**src/tga_rle_image_decoder_macros.svh**
```systemverilog
// ----------------------------------------------------------------------------
// TGA RLE image decoder assertion macros
// Shared concurrent assertion forms, clocked and reset-qualified.
// ----------------------------------------------------------------------------
`ifndef TGA_RLE_IMAGE_DECODER_MACROS_SVH
`define TGA_RLE_IMAGE_DECODER_MACROS_SVH

// same-cycle implication
`define TGADEC_ASSERT_NOW(label, clk, rstn, ante, cons) \
    label: assert property (@(posedge clk) disable iff (!(rstn)) (ante) |-> (cons)) \
        else $error("tgadec assertion failed");

// next-cycle implication
`define TGADEC_ASSERT_NEXT(label, clk, rstn, ante, cons) \
    label: assert property (@(posedge clk) disable iff (!(rstn)) (ante) |=> (cons)) \
        else $error("tgadec assertion failed");

`endif

```
**src/tgadec_pkg.sv**
```systemverilog
// ----------------------------------------------------------------------------
// TGA RLE image decoder package
// Shared constants, status codes and the result record.
// ----------------------------------------------------------------------------
`default_nettype none

package tgadec_pkg;

    localparam int PIXEL_COUNT_BITS_DEF = 32;

    localparam logic [2:0] ST_OK     = 3'd0;
    localparam logic [2:0] ST_TYPE   = 3'd1;
    localparam logic [2:0] ST_HEADER = 3'd2;
    localparam logic [2:0] ST_MANY   = 3'd3;
    localparam logic [2:0] ST_TRUNC  = 3'd4;

    localparam logic [7:0] TYPE_RAW = 8'd2;
    localparam logic [7:0] TYPE_RLE = 8'd10;
    localparam logic [7:0] BPP_24   = 8'd24;
    localparam logic [7:0] BPP_32   = 8'd32;

    // header byte offsets
    localparam logic [4:0] OFS_TYPE     = 5'd2;
    localparam logic [4:0] OFS_WIDTH_LO = 5'd12;
    localparam logic [4:0] OFS_WIDTH_HI = 5'd13;
    localparam logic [4:0] OFS_HGT_LO   = 5'd14;
    localparam logic [4:0] OFS_HGT_HI   = 5'd15;
    localparam logic [4:0] OFS_BPP      = 5'd16;
    localparam logic [4:0] OFS_DESC     = 5'd17;

    typedef struct packed {
        logic [7:0] red;
        logic [7:0] green;
        logic [7:0] blue;
        logic [7:0] alpha;
        logic       alpha_present;
        logic [7:0] repeat_count;
        logic       image_done;
        logic [2:0] status;
    } result_t;

endpackage

`default_nettype wire

```
**src/tgadec_core.sv**
```systemverilog
// ----------------------------------------------------------------------------
// TGA decoder core
// Header parser and packet/pixel decoder, consuming one byte per accepted input.
// ----------------------------------------------------------------------------
`default_nettype none

module tgadec_core
    import tgadec_pkg::*;
#(
    parameter int PIXEL_COUNT_BITS = PIXEL_COUNT_BITS_DEF
) (
    input  wire logic       aclk,
    input  wire logic       aresetn,
    input  wire logic       in_acc,
    input  wire logic [7:0] in_byte,
    input  wire logic       in_last,
    output logic            res_valid,
    output result_t         res
);

    localparam logic [1:0] PH_HEADER = 2'd0;
    localparam logic [1:0] PH_PACKET = 2'd1;
    localparam logic [1:0] PH_PIXEL  = 2'd2;
    localparam logic [1:0] PH_DONE   = 2'd3;

    localparam int PCB = PIXEL_COUNT_BITS;

    logic [1:0]     phase_reg, phase_next;
    logic [4:0]     pos_reg, pos_next;
    logic           rle_reg, rle_next;
    logic [15:0]    width_reg, width_next;
    logic [15:0]    height_reg, height_next;
    logic           four_reg, four_next;
    logic [7:0]     bpp_reg, bpp_next;
    logic [31:0]    prod_reg, prod_next;
    logic [PCB-1:0] pix_left_reg, pix_left_next;
    logic [7:0]     pkt_left_reg, pkt_left_next;
    logic           run_reg, run_next;
    logic [31:0]    colour_reg, colour_next;

    logic [7:0]     len;
    logic [31:0]    col_b;
    logic [1:0]     bpos;
    logic           last_byte;
    logic [7:0]     count;
    logic [PCB-1:0] count_ext;
    logic           err;
    logic [2:0]     err_code;
    logic           pix_out;

    assign len  = {1'b0, in_byte[6:0]} + 8'd1;
    assign bpos = pos_reg[1:0];

    always_comb begin
        col_b = colour_reg;
        case (bpos)
            2'd0:    col_b[7:0]   = in_byte;
            2'd1:    col_b[15:8]  = in_byte;
            2'd2:    col_b[23:16] = in_byte;
            default: col_b[31:24] = in_byte;
        endcase
    end

    assign last_byte = four_reg ? (bpos == 2'd3) : (bpos == 2'd2);
    assign count     = (rle_reg && run_reg) ? pkt_left_reg : 8'd1;
    assign count_ext = {{(PCB-8){1'b0}}, count};

    always_comb begin
        phase_next    = phase_reg;
        pos_next      = pos_reg;
        rle_next      = rle_reg;
        width_next    = width_reg;
        height_next   = height_reg;
        four_next     = four_reg;
        bpp_next      = bpp_reg;
        prod_next     = prod_reg;
        pix_left_next = pix_left_reg;
        pkt_left_next = pkt_left_reg;
        run_next      = run_reg;
        colour_next   = colour_reg;
        err           = 1'b0;
        err_code      = ST_OK;
        pix_out       = 1'b0;
        res_valid     = 1'b0;
        res           = '0;

        case (phase_reg)
            PH_HEADER: begin
                case (pos_reg)
                    OFS_TYPE: begin
                        if (in_byte == TYPE_RAW) begin
                            rle_next = 1'b0;
                        end else if (in_byte == TYPE_RLE) begin
                            rle_next = 1'b1;
                        end else begin
                            err        = 1'b1;
                            err_code   = ST_TYPE;
                            phase_next = PH_DONE;
                        end
                    end
                    OFS_WIDTH_LO: width_next  = {8'd0, in_byte};
                    OFS_WIDTH_HI: width_next  = {in_byte, width_reg[7:0]};
                    OFS_HGT_LO:   height_next = {8'd0, in_byte};
                    OFS_HGT_HI:   height_next = {in_byte, height_reg[7:0]};
                    OFS_BPP: begin
                        four_next = (in_byte == BPP_32);
                        bpp_next  = in_byte;
                        prod_next = {16'd0, width_reg} * {16'd0, height_reg};
                    end
                    OFS_DESC: begin
                        bpp_next = 8'd0;
                        if (prod_reg == 32'd0 || (bpp_reg != BPP_24 && bpp_reg != BPP_32)
                                || (prod_reg >> PCB) != 32'd0) begin
                            four_next  = 1'b0;
                            err        = 1'b1;
                            err_code   = ST_HEADER;
                            phase_next = PH_DONE;
                        end else begin
                            pix_left_next = prod_reg[PCB-1:0];
                            phase_next    = rle_reg ? PH_PACKET : PH_PIXEL;
                        end
                    end
                    default: ;
                endcase
                pos_next = (phase_next == PH_HEADER) ? pos_reg + 5'd1 : 5'd0;
            end
            PH_PACKET: begin
                if ({{(PCB-8){1'b0}}, len} > pix_left_reg) begin
                    err        = 1'b1;
                    err_code   = ST_MANY;
                    phase_next = PH_DONE;
                end else begin
                    pkt_left_next = len;
                    run_next      = in_byte[7];
                    pos_next      = 5'd0;
                    colour_next   = 32'd0;
                    phase_next    = PH_PIXEL;
                end
            end
            PH_PIXEL: begin
                if (last_byte) begin
                    pix_out  = 1'b1;
                    pos_next = 5'd0;
                    if (rle_reg && run_reg) begin
                        pkt_left_next = 8'd0;
                    end else if (pkt_left_reg != 8'd0) begin
                        pkt_left_next = pkt_left_reg - 8'd1;
                    end
                    if (count_ext > pix_left_reg) begin
                        pix_left_next = '0;
                    end else begin
                        pix_left_next = pix_left_reg - count_ext;
                    end
                    colour_next = 32'd0;
                    if (pix_left_next == '0) begin
                        phase_next = PH_DONE;
                    end else if (rle_reg && pkt_left_next == 8'd0) begin
                        phase_next = PH_PACKET;
                    end
                end else begin
                    colour_next = col_b;
                    pos_next    = {3'd0, bpos + 2'd1};
                end
            end
            default: ;
        endcase

        if (in_last && phase_next != PH_DONE && !err) begin
            err      = 1'b1;
            err_code = ST_TRUNC;
        end

        if (err) begin
            res_valid         = in_acc;
            res.alpha_present = four_next;
            res.image_done    = 1'b1;
            res.status        = err_code;
        end else if (pix_out) begin
            res_valid         = in_acc;
            res.red           = col_b[23:16];
            res.green         = col_b[15:8];
            res.blue          = col_b[7:0];
            res.alpha         = four_reg ? col_b[31:24] : 8'd0;
            res.alpha_present = four_reg;
            res.repeat_count  = count;
            res.image_done    = (pix_left_next == '0);
            res.status        = ST_OK;
        end

        if (in_last) begin
            phase_next    = PH_HEADER;
            pos_next      = 5'd0;
            rle_next      = 1'b0;
            width_next    = 16'd0;
            height_next   = 16'd0;
            four_next     = 1'b0;
            bpp_next      = 8'd0;
            pix_left_next = '0;
            pkt_left_next = 8'd0;
            run_next      = 1'b0;
            colour_next   = 32'd0;
        end
    end

    always_ff @(posedge aclk) begin
        if (!aresetn) begin
            phase_reg    <= PH_HEADER;
            pos_reg      <= 5'd0;
            rle_reg      <= 1'b0;
            width_reg    <= 16'd0;
            height_reg   <= 16'd0;
            four_reg     <= 1'b0;
            bpp_reg      <= 8'd0;
            pix_left_reg <= '0;
            pkt_left_reg <= 8'd0;
            run_reg      <= 1'b0;
            colour_reg   <= 32'd0;
        end else if (in_acc) begin
            phase_reg    <= phase_next;
            pos_reg      <= pos_next;
            rle_reg      <= rle_next;
            width_reg    <= width_next;
            height_reg   <= height_next;
            four_reg     <= four_next;
            bpp_reg      <= bpp_next;
            pix_left_reg <= pix_left_next;
            pkt_left_reg <= pkt_left_next;
            run_reg      <= run_next;
            colour_reg   <= colour_next;
        end
    end

    // pixel count product, only consumed at the descriptor byte
    always_ff @(posedge aclk) begin
        if (in_acc) begin
            prod_reg <= prod_next;
        end
    end

endmodule

`default_nettype wire

```
**src/tga_rle_image_decoder.sv**
```systemverilog
// ----------------------------------------------------------------------------
// TGA RLE image decoder
// Streams a type 2 or type 10 TGA file and emits pixels and run lengths.
// ----------------------------------------------------------------------------
// Takes one file byte per cycle while s_tready is high. Each byte goes
// through a single step of parser logic into the result register, so a result
// appears in the cycle after its byte. A byte is taken in every cycle unless a
// result is waiting in the result register and m_tready is low; a result taken
// and a new one loaded in the same cycle cost no gap. The width*height product
// is formed in its own register on the bits-per-pixel byte and checked on the
// following byte. A repeat packet comes out as one item with its run length;
// errors come out as a last item with a non-zero status. s_tlast closes a file;
// the next byte starts a new header.
`default_nettype none
`include "tga_rle_image_decoder_macros.svh"

module tga_rle_image_decoder
    import tgadec_pkg::*;
#(
    parameter int PIXEL_COUNT_BITS = PIXEL_COUNT_BITS_DEF
) (
    input  wire logic        aclk,
    input  wire logic        aresetn,
    input  wire logic        s_tvalid,
    output logic             s_tready,
    input  wire logic [7:0]  s_tdata,   // data_byte
    input  wire logic        s_tlast,   // final_byte
    output logic             m_tvalid,
    input  wire logic        m_tready,
    output logic [39:0]      m_tdata,   // red, green, blue, alpha, repeat_count
    output logic             m_tlast,   // image_done
    output logic [3:0]       m_tuser    // alpha_present, status[2:0]
);

    logic    s_acc;
    logic    res_valid;
    result_t res;
    logic    m_valid_reg;
    result_t m_res_reg;

    assign s_tready = !m_valid_reg || m_tready;
    assign s_acc    = s_tvalid && s_tready;

    tgadec_core #(
        .PIXEL_COUNT_BITS(PIXEL_COUNT_BITS)
    ) u_core (
        .aclk      (aclk),
        .aresetn   (aresetn),
        .in_acc    (s_acc),
        .in_byte   (s_tdata),
        .in_last   (s_tlast),
        .res_valid (res_valid),
        .res       (res)
    );

    always_ff @(posedge aclk) begin
        if (!aresetn) begin
            m_valid_reg <= 1'b0;
        end else if (s_acc && res_valid) begin
            m_valid_reg <= 1'b1;
        end else if (m_tready) begin
            m_valid_reg <= 1'b0;
        end
    end

    always_ff @(posedge aclk) begin
        if (s_acc && res_valid) begin
            m_res_reg <= res;
        end
    end

    assign m_tvalid = m_valid_reg;
    assign m_tdata  = {m_res_reg.repeat_count, m_res_reg.alpha, m_res_reg.blue,
                       m_res_reg.green, m_res_reg.red};
    assign m_tlast  = m_res_reg.image_done;
    assign m_tuser  = {m_res_reg.status, m_res_reg.alpha_present};

    `TGADEC_ASSERT_NOW(a_err_is_last, aclk, aresetn, m_valid_reg && m_res_reg.status != ST_OK, m_res_reg.image_done && m_res_reg.repeat_count == 8'd0)
    `TGADEC_ASSERT_NOW(a_ok_has_count, aclk, aresetn, m_valid_reg && m_res_reg.status == ST_OK, m_res_reg.repeat_count != 8'd0)
    `TGADEC_ASSERT_NEXT(a_result_lands, aclk, aresetn, s_acc && res_valid, m_valid_reg)

endmodule

`default_nettype wire

```
**config.mk**
```make
export PLATFORM = sky130hd
export DESIGN_NAME = tga_rle_image_decoder
export DESIGN_NICKNAME = d
export VERILOG_FILES = /design/src/tgadec_pkg.sv /design/src/tgadec_core.sv /design/src/tga_rle_image_decoder.sv
export VERILOG_INCLUDE_DIRS = /design/src /design/src/src
export SDC_FILE = /design/constraint.sdc
export NUM_CORES = 1
export LEC_CHECK = 0
export BUFFER_PORTS_ARGS = -buffer_cell sky130_fd_sc_hd__buf_4
export CAP_MARGIN = 15
export CORE_MARGIN = 5
export CORE_UTILIZATION = 40
export DETAILED_ROUTE_END_ITERATION = 6
export GPL_ROUTABILITY_DRIVEN = 0
export SLEW_MARGIN = 20
export SYNTH_ARGS = -nofsm -noshare
export SYNTH_HDL_FRONTEND = slang
export SYNTH_SLANG_ARGS = --single-unit
```
**constraint.sdc**
```tcl
create_clock -name aclk -period 7 [get_ports aclk]
set_clock_uncertainty 0.2 [all_clocks]
set_input_delay 0.35 -clock aclk [delete_from_list [all_inputs] [get_ports aclk]]
set_output_delay 0.35 -clock aclk [all_outputs]
set_load 0.01 [all_outputs]
```
==> results of run 1 <==
[worst paths after layout]
check | start | end | slack [ps] | depth (start not counted)
min | s_tdata[7] | u_core.colour_reg[23] | 70 | 3
max | u_core.height_reg[13] | u_core.prod_reg[31] | 350 | 21
max reg2reg | u_core.height_reg[13] | u_core.prod_reg[31] | 350 | 21
min reg2reg | u_core.bpp_reg[2] | u_core.bpp_reg[2] | 270 | 2
[critical path: cells and delay by family, from the launching register on]
family,cells,cell delay (ps)
buffers and inverters,3,150
AND/OR/NAND/NOR,4,530
AO/OA/AOI/OAI,6,1260
XOR/XNOR,1,120
flip-flops,1,800
adder cells (fa/ha/maj),7,3350
[metal layers]
layer | share of wire | wire length [µm]
met1 | 0.42 | 22550
met2 | 0.48 | 25640
met3 | 0.069 | 3692
met4 | 0.036 | 1928
met5 | 0 | 0
[layout make-up]
| cell class | count | area (µm²) |
|---|---|---|
| Inverter | 284 | 1066 |
| Tap cell | 615 | 769.5 |
| Multi-Input combinational cell | 1555 | 13130 |
| Sequential cell | 192 | 4621 |
| Clock buffer | 17 | 425.4 |
| Fill cell | 4697 | 26640 |
| Timing Repair Buffer | 107 | 805.8 |
| Clock inverter | 15 | 188.9 |
[through the flow]
stage	hold WS, ps	worst slack (ps)	instance area, µm²	instances	total power [W]
after floorplan	235.4	586.8	19240	2146	0.001340
after global placement	252.1	332.8	20360	2752	0.001417
after detailed placement	257.1	247.8	20360	2752	0.001419
after CTS	39.34	218.4	20990	2785	0.002431
after global routing	80.39	11.67	21010	2785	0.002492
final	68.86	350.6	21010	2785	0.002409
[power groups by stage]
| stage | registers, W | logic (W) | clock network, W |
|---|---|---|---|
| after global routing | 0.00119 | 0.000224 | 0.00108 |
| after floorplan | 0.00122 | 0.000122 | 0 |
| final | 0.00119 | 0.000209 | 0.00101 |
| after global placement | 0.00121 | 0.000203 | 0 |
| after CTS | 0.00119 | 0.000206 | 0.00104 |
| after detailed placement | 0.00121 | 0.000205 | 0 |
[synthesized netlist by cell type, types with 6 or more instances]
cell        n
a211o_1     7
a211oi_1   12
a21boi_0   12
a21o_1     15
a21oi_1    81
a222oi_1    7
a22oi_1    75
a31oi_1    17
and2_1    139
and3_1     17
clkbuf_1  102
dfxtp_1   115
edfxtp_1   77
fa_1      195
ha_1      137
inv_1     282
mux2i_1    33
nand2_1   226
nand2b_1   10
nand3_1    38
nand4_1    11
nor2_1     64
nor2b_1    98
nor3_1     43
nor3_2     39
nor4_1     22
o211ai_1    6
o21a_1      7
o21ai_0    60
o21ai_1    12
or2_2       6
or3_1      19
or4_1      11
xnor2_1    31
xor2_1     16
[kinds of logic after synthesis]
group | Yosys count | synth area share
muxes | 37 | 0.01951
buffers and inverters | 399 | 0.07954
xor gates and xnor gates | 47 | 0.02140
DFF | 192 | 0.2398
and+or+nand+nor | 768 | 0.2192
AOI/OAI and AO/OA | 371 | 0.1286
adders and majority gates | 332 | 0.2920
[repair_timing]
action	in CTS	in global routing
hold endpoints to repair	1	0
hold buffers	1	0
resized for setup	0	6
setup buffers	0	0
setup endpoints to repair	0	5
==> results.ini, run 1 <==
[power]
leakagePower_nw = 8.866
p_int_w = 0.001761
p_clk_frac = 0.420
peakVddDrop_mv = 0.1785
switchingPower_w = 0.0006482
p_sw_frac = 0.2691
pwr-share-comb = 0.087
powerDensity_nw_per_um2 = 114.7
pwr-share-seq = 0.493

[synth]
synth_cell_type_count = 79
syn_area_um2 = 19240
synth_nets = 2491
ys_seq_elements = 192
syn_avg_cell_area_um2 = 8.965
synth_top_cell_area_share = 0.2029
synth_edf_count = 77
ys_seq_area_frac = 0.2398
yosysWarnings = 0
synth_cells = 2146
synth.area.top_cells = fa_1 20%, edfxtp_1 12%, dfxtp_1 12%
synth-async-reset-ratio = 0
synth_top_flop_cell = dfxtp_1
synth_area_leader_cell = fa_1

[sta]
fin_crit_sh = 0.9499
rsz0062_at_grt = false
slew_headroom = 0.2847
worst_slew_pin_slew_ps = 1073
fmax_mhz = 150.4
drv_slew = 0
setup_viol = 0
period_minus_slack_ps = 6649
fin_tns_setup_ps = 0
hold_viol = 0

[floorplanning]
row_count = 80
fp.coreArea_um2 = 47650
die_area_um2 = 52590
die_w_um = 229.3
io_pins = 60
die_h_um = 229.3
initial_core_util = 0.4038

[placed_design]
hpwl_um = 41720
port_buffers = 59

[worst_setup_path]
slowest_stage = dfxtp_1
path_class = flop to flop
path_common_cell = fa_1
cp-end-kind = flop
crit_path_start_kind = flop
worstPathRequired_ps = 7000
crit_chain = nand2_1 -> fa_1 -> inv_1 -> fa_1 -> inv_1 -> fa_1 -> inv_1 -> fa_1 -> fa_1 -> fa_1 -> ha_1 -> and3_1 -> o21a_1 -> nor2_1 -> a31oi_1 -> a211oi_1 -> o31ai_1 -> nor2_1 -> o21ai_0 -> a21oi_1 -> xnor2_1
critPathMaxStageDelay_ps = 800
cp_max_fo = 17
critPathArrivalTime_ps = 6650

[grt]
grt_util_met1 = 0.2661
grt_max_degree = 117
grt.busiest_layer = met2
met2_usage = 0.3381
grt_pass1_vias = 15777
overflow = 0
grtUsageMet3 = 0.03356
grt_pass1_wl_um = 86560
grt_use_total = 0.2031
antenna_found_initial = 0

[worst_hold_path]
hold_path.class = input port to flop

[route]
ant_nets = 0
vias = 15829
drt_pass1_iterations = 5
wl_per_cell_um = 19.32
drc = 0
drt_iter0_drc = 1386
avgViaCountPerCell = 5.684
wl_um = 53810

[clock_tree]
path_clk_slew_ps = 80
htree_levels = 4
numCtsBuffers = 17
clock_latency_ps = 460
ctsLongestPathBuffers = 2
root_buffer = clkbuf_16
cts_tree = yes
numClockSinks = 192

[status]
status = complete, no violations

[finish]
largest_reg_flops = 40
syn2layout_area_growth_pct = 9.189
layout-drive-gt1-share = 0.09770
utilization = 0.4409
num_antenna_cells = 0
mostFrequentLayoutCell = inv_1
finish.net_count = 2502
mostFrequentLayoutCells = 282 x inv_1, 225 x nand2_1, 195 x fa_1

[job]
drv_cap = 0

(Power assumes the default switching activity.)
==> run 2, diff against run 1 <==
CORE_UTILIZATION = 65   (was 40)
PLACE_DENSITY = 0.83   (was unset)
==> results.ini, run 2 (synthesis gave the netlist of run 1 again) <==
[job]
drv_cap = 0  ; unchanged

[worst_setup_path]
cp-end-kind = flop  ; unchanged
crit_chain = buf_4 -> and2_1 -> fa_1 -> inv_1 -> fa_1 -> fa_1 -> fa_1 -> fa_1 -> fa_1 -> inv_1 -> ha_1 -> and3_1 -> o21a_1 -> nor2_1 -> a31oi_1 -> a211oi_1 -> o31ai_1 -> nor2_1 -> o21ai_0 -> a21oi_1 -> xnor2_1  ; was nand2_1 -> fa_1 -> inv_1 -> fa_1 -> inv_1 -> fa_1 -> inv_1 -> fa_1 -> fa_1 -> fa_1 -> ha_1 -> and3_1 -> o21a_1 -> nor2_1 -> a31oi_1 -> a211oi_1 -> o31ai_1 -> nor2_1 -> o21ai_0 -> a21oi_1 -> xnor2_1
worstPathRequired_ps = 6990  ; was 7000 ps
reg2reg_depth = 21  ; unchanged
critPathBufInv = 3  ; unchanged
path_class = flop to flop  ; unchanged
critPathArrivalTime_ps = 6730  ; was 6650 ps
reg2reg_to = u_core.prod_reg[31]  ; unchanged
critPathMaxStageDelay_ps = 690  ; was 800 ps
crit_path_start_kind = flop  ; unchanged
rrSetupSlack_ps = 260  ; was 350 ps
path_common_cell = fa_1  ; unchanged
cp_max_fo = 12  ; was 17
crit_family = adder cells  ; unchanged
r2r-start = u_core.height_reg[8]  ; was u_core.height_reg[13]
slowest_stage = dfxtp_1  ; unchanged

[finish]
syn2layout_area_growth_pct = 6.972  ; was 9.189%
mostFrequentLayoutCells = 282 x inv_1, 225 x nand2_1, 195 x fa_1  ; unchanged
largest_reg_flops = 40  ; unchanged
finish.net_count = 2487  ; was 2502
layout-drive-gt1-share = 0.09374  ; was 0.09770
num_antenna_cells = 0  ; unchanged
fin_area_um2 = 20580  ; was 21010 µm²
utilization = 0.7000  ; was 0.4409
mostFrequentLayoutCell = inv_1  ; unchanged

[route]
avgViaCountPerCell = 6.453  ; was 5.684
drc = 0  ; unchanged
drt_iter0_drc = 1665  ; was 1386
wl_um = 52050  ; was 53810 µm
ant_nets = 0  ; unchanged
wl_per_cell_um = 20.45  ; was 19.32 µm
drt_pass1_iterations = 7  ; was 5
vias = 16424  ; was 15829

[sta]
worst_slack_ps = 262.4  ; was 350.6 ps
period_minus_slack_ps = 6738  ; was 6649 ps
drv_slew = 0  ; unchanged
hold_viol = 0  ; unchanged
worst_slew_pin_slew_ps = 1134  ; was 1073 ps
rsz0062_at_grt = false  ; unchanged
slew_headroom = 0.2437  ; was 0.2847
fin_crit_sh = 0.9625  ; was 0.9499
fin_tns_setup_ps = 0  ; unchanged
setup_viol = 0  ; unchanged
fmax_mhz = 148.4  ; was 150.4 MHz

[grt]
grt_use_total = 0.3140  ; was 0.2031
grt_pass1_vias = 16480  ; was 15777
grt_max_degree = 117  ; unchanged
antenna_found_initial = 0  ; unchanged
overflow = 0  ; unchanged
grt_pass1_wl_um = 84310  ; was 86560 µm

[placed_design]
port_buffers = 59  ; unchanged
dp_slack_ps = 204.2  ; was 247.8 ps
placed_cell_area_um2 = 19970  ; was 20360 µm²
hpwl_um = 38860  ; was 41720 µm

[floorplanning]
die_h_um = 182.0  ; was 229.3 µm
fp.coreArea_um2 = 29400  ; was 47650 µm²
initial_core_util = 0.6544  ; was 0.4038
die_w_um = 182.0  ; was 229.3 µm
die_area_um2 = 33140  ; was 52590 µm²
io_pins = 60  ; unchanged
row_count = 63  ; was 80

[clock_tree]
numClockSinks = 192  ; unchanged
ctsLongestPathBuffers = 2  ; unchanged
root_buffer = clkbuf_16  ; unchanged
clock_latency_ps = 450  ; was 460 ps
path_clk_slew_ps = 70  ; was 80 ps
cts_tree = yes  ; unchanged
htree_levels = 4  ; unchanged
cts_hold_buf = 0  ; was 1
cts_setup_buffers = 0  ; unchanged
cts.repair.resized = 0  ; unchanged
numCtsBuffers = 17  ; unchanged

[power]
switchingPower_w = 0.0006260  ; was 0.0006482 W
p_clk_frac = 0.415  ; was 0.420
p_int_w = 0.001758  ; was 0.001761 W
p_sw_frac = 0.2626  ; was 0.2691
powerDensity_nw_per_um2 = 115.8  ; was 114.7 nW/µm²
peakVddDrop_mv = 0.1338  ; was 0.1785 mV
leakagePower_nw = 8.787  ; was 8.866 nW
pwr-share-seq = 0.499  ; was 0.493
pwr-share-comb = 0.086  ; was 0.087

[status]
status = complete, no violations  ; unchanged

[worst_hold_path]
hold_path.class = input port to flop  ; unchanged
hp-start = s_tvalid  ; was s_tdata[7]
hold_end = m_tvalid  ; was u_core.colour_reg[23]
min_path_cells = 3  ; unchanged

==> run 2: worst register-to-register path, stage by stage, from the launching register on <==
cell and delay [ps]:
dfxtp_1 690, buf_4 260, and2_1 160, fa_1 430
inv_1 90, fa_1 440, fa_1 590, fa_1 450
fa_1 530, fa_1 500, inv_1 40, ha_1 320
and3_1 210, o21a_1 150, nor2_1 50, a31oi_1 270
a211oi_1 160, o31ai_1 410, nor2_1 120, o21ai_0 180
a21oi_1 100, xnor2_1 130
==> run 2: how the worst max path moves through the flow <==
stage               cells after the start                  end            startpoint  slack, ps
floorplan                              21  u_core.prod_reg[28]  u_core.width_reg[10]        590
global placement                       20  u_core.prod_reg[28]   u_core.width_reg[7]        380
detailed placement                     23  u_core.prod_reg[31]   u_core.width_reg[7]        200
CTS                                    23  u_core.prod_reg[31]   u_core.width_reg[7]        190
global route                           23  u_core.prod_reg[31]  u_core.width_reg[13]          3
finish                                 21  u_core.prod_reg[31]  u_core.height_reg[8]        260
==> run 2: metal layers <==
layer	vias to the layer above	share of wire	track usage	routed length (µm)
li1	7214	-	-	-
met1	7909	0.37	0.3789	19060
met2	993	0.47	0.5190	24610
met3	306	0.096	0.07392	5013
met4	2	0.064	0.1741	3331
met5	-	0.00081	0	42
==> run 2: power by group through the flow <==
stage / Clock, W / Combinational, W / Sequential (W)
after floorplan: 0 / 0.000122 / 0.00122
after global placement: 0 / 0.000194 / 0.00121
after detailed placement: 0 / 0.000199 / 0.00122
after CTS: 0.000993 / 0.000200 / 0.00119
after global routing: 0.00104 / 0.000217 / 0.00119
final: 0.000989 / 0.000204 / 0.00119
==> run 2: per-stage QoR <==
step / hold WS, ps / power (W) / std cells
floorplan: 235.4 / 0.001340 / 2146
global placement: 247.8 / 0.001409 / 2513
detailed placement: 252.9 / 0.001415 / 2513
CTS: 45.85 / 0.002384 / 2545
global route: 53.47 / 0.002453 / 2545
finish: 57.55 / 0.002384 / 2545
==> run 2: cell type report <==
| class | count | area [µm²] |
|---|---|---|
| Timing Repair Buffer | 92 | 690.7 |
| Inverter | 284 | 1066 |
| Clock buffer | 19 | 442.9 |
| Clock inverter | 13 | 138.9 |
| Fill cell | 2202 | 8821 |
| Tap cell | 390 | 488.0 |
| Sequential cell | 192 | 4628 |
| Multi-Input combinational cell | 1555 | 13130 |
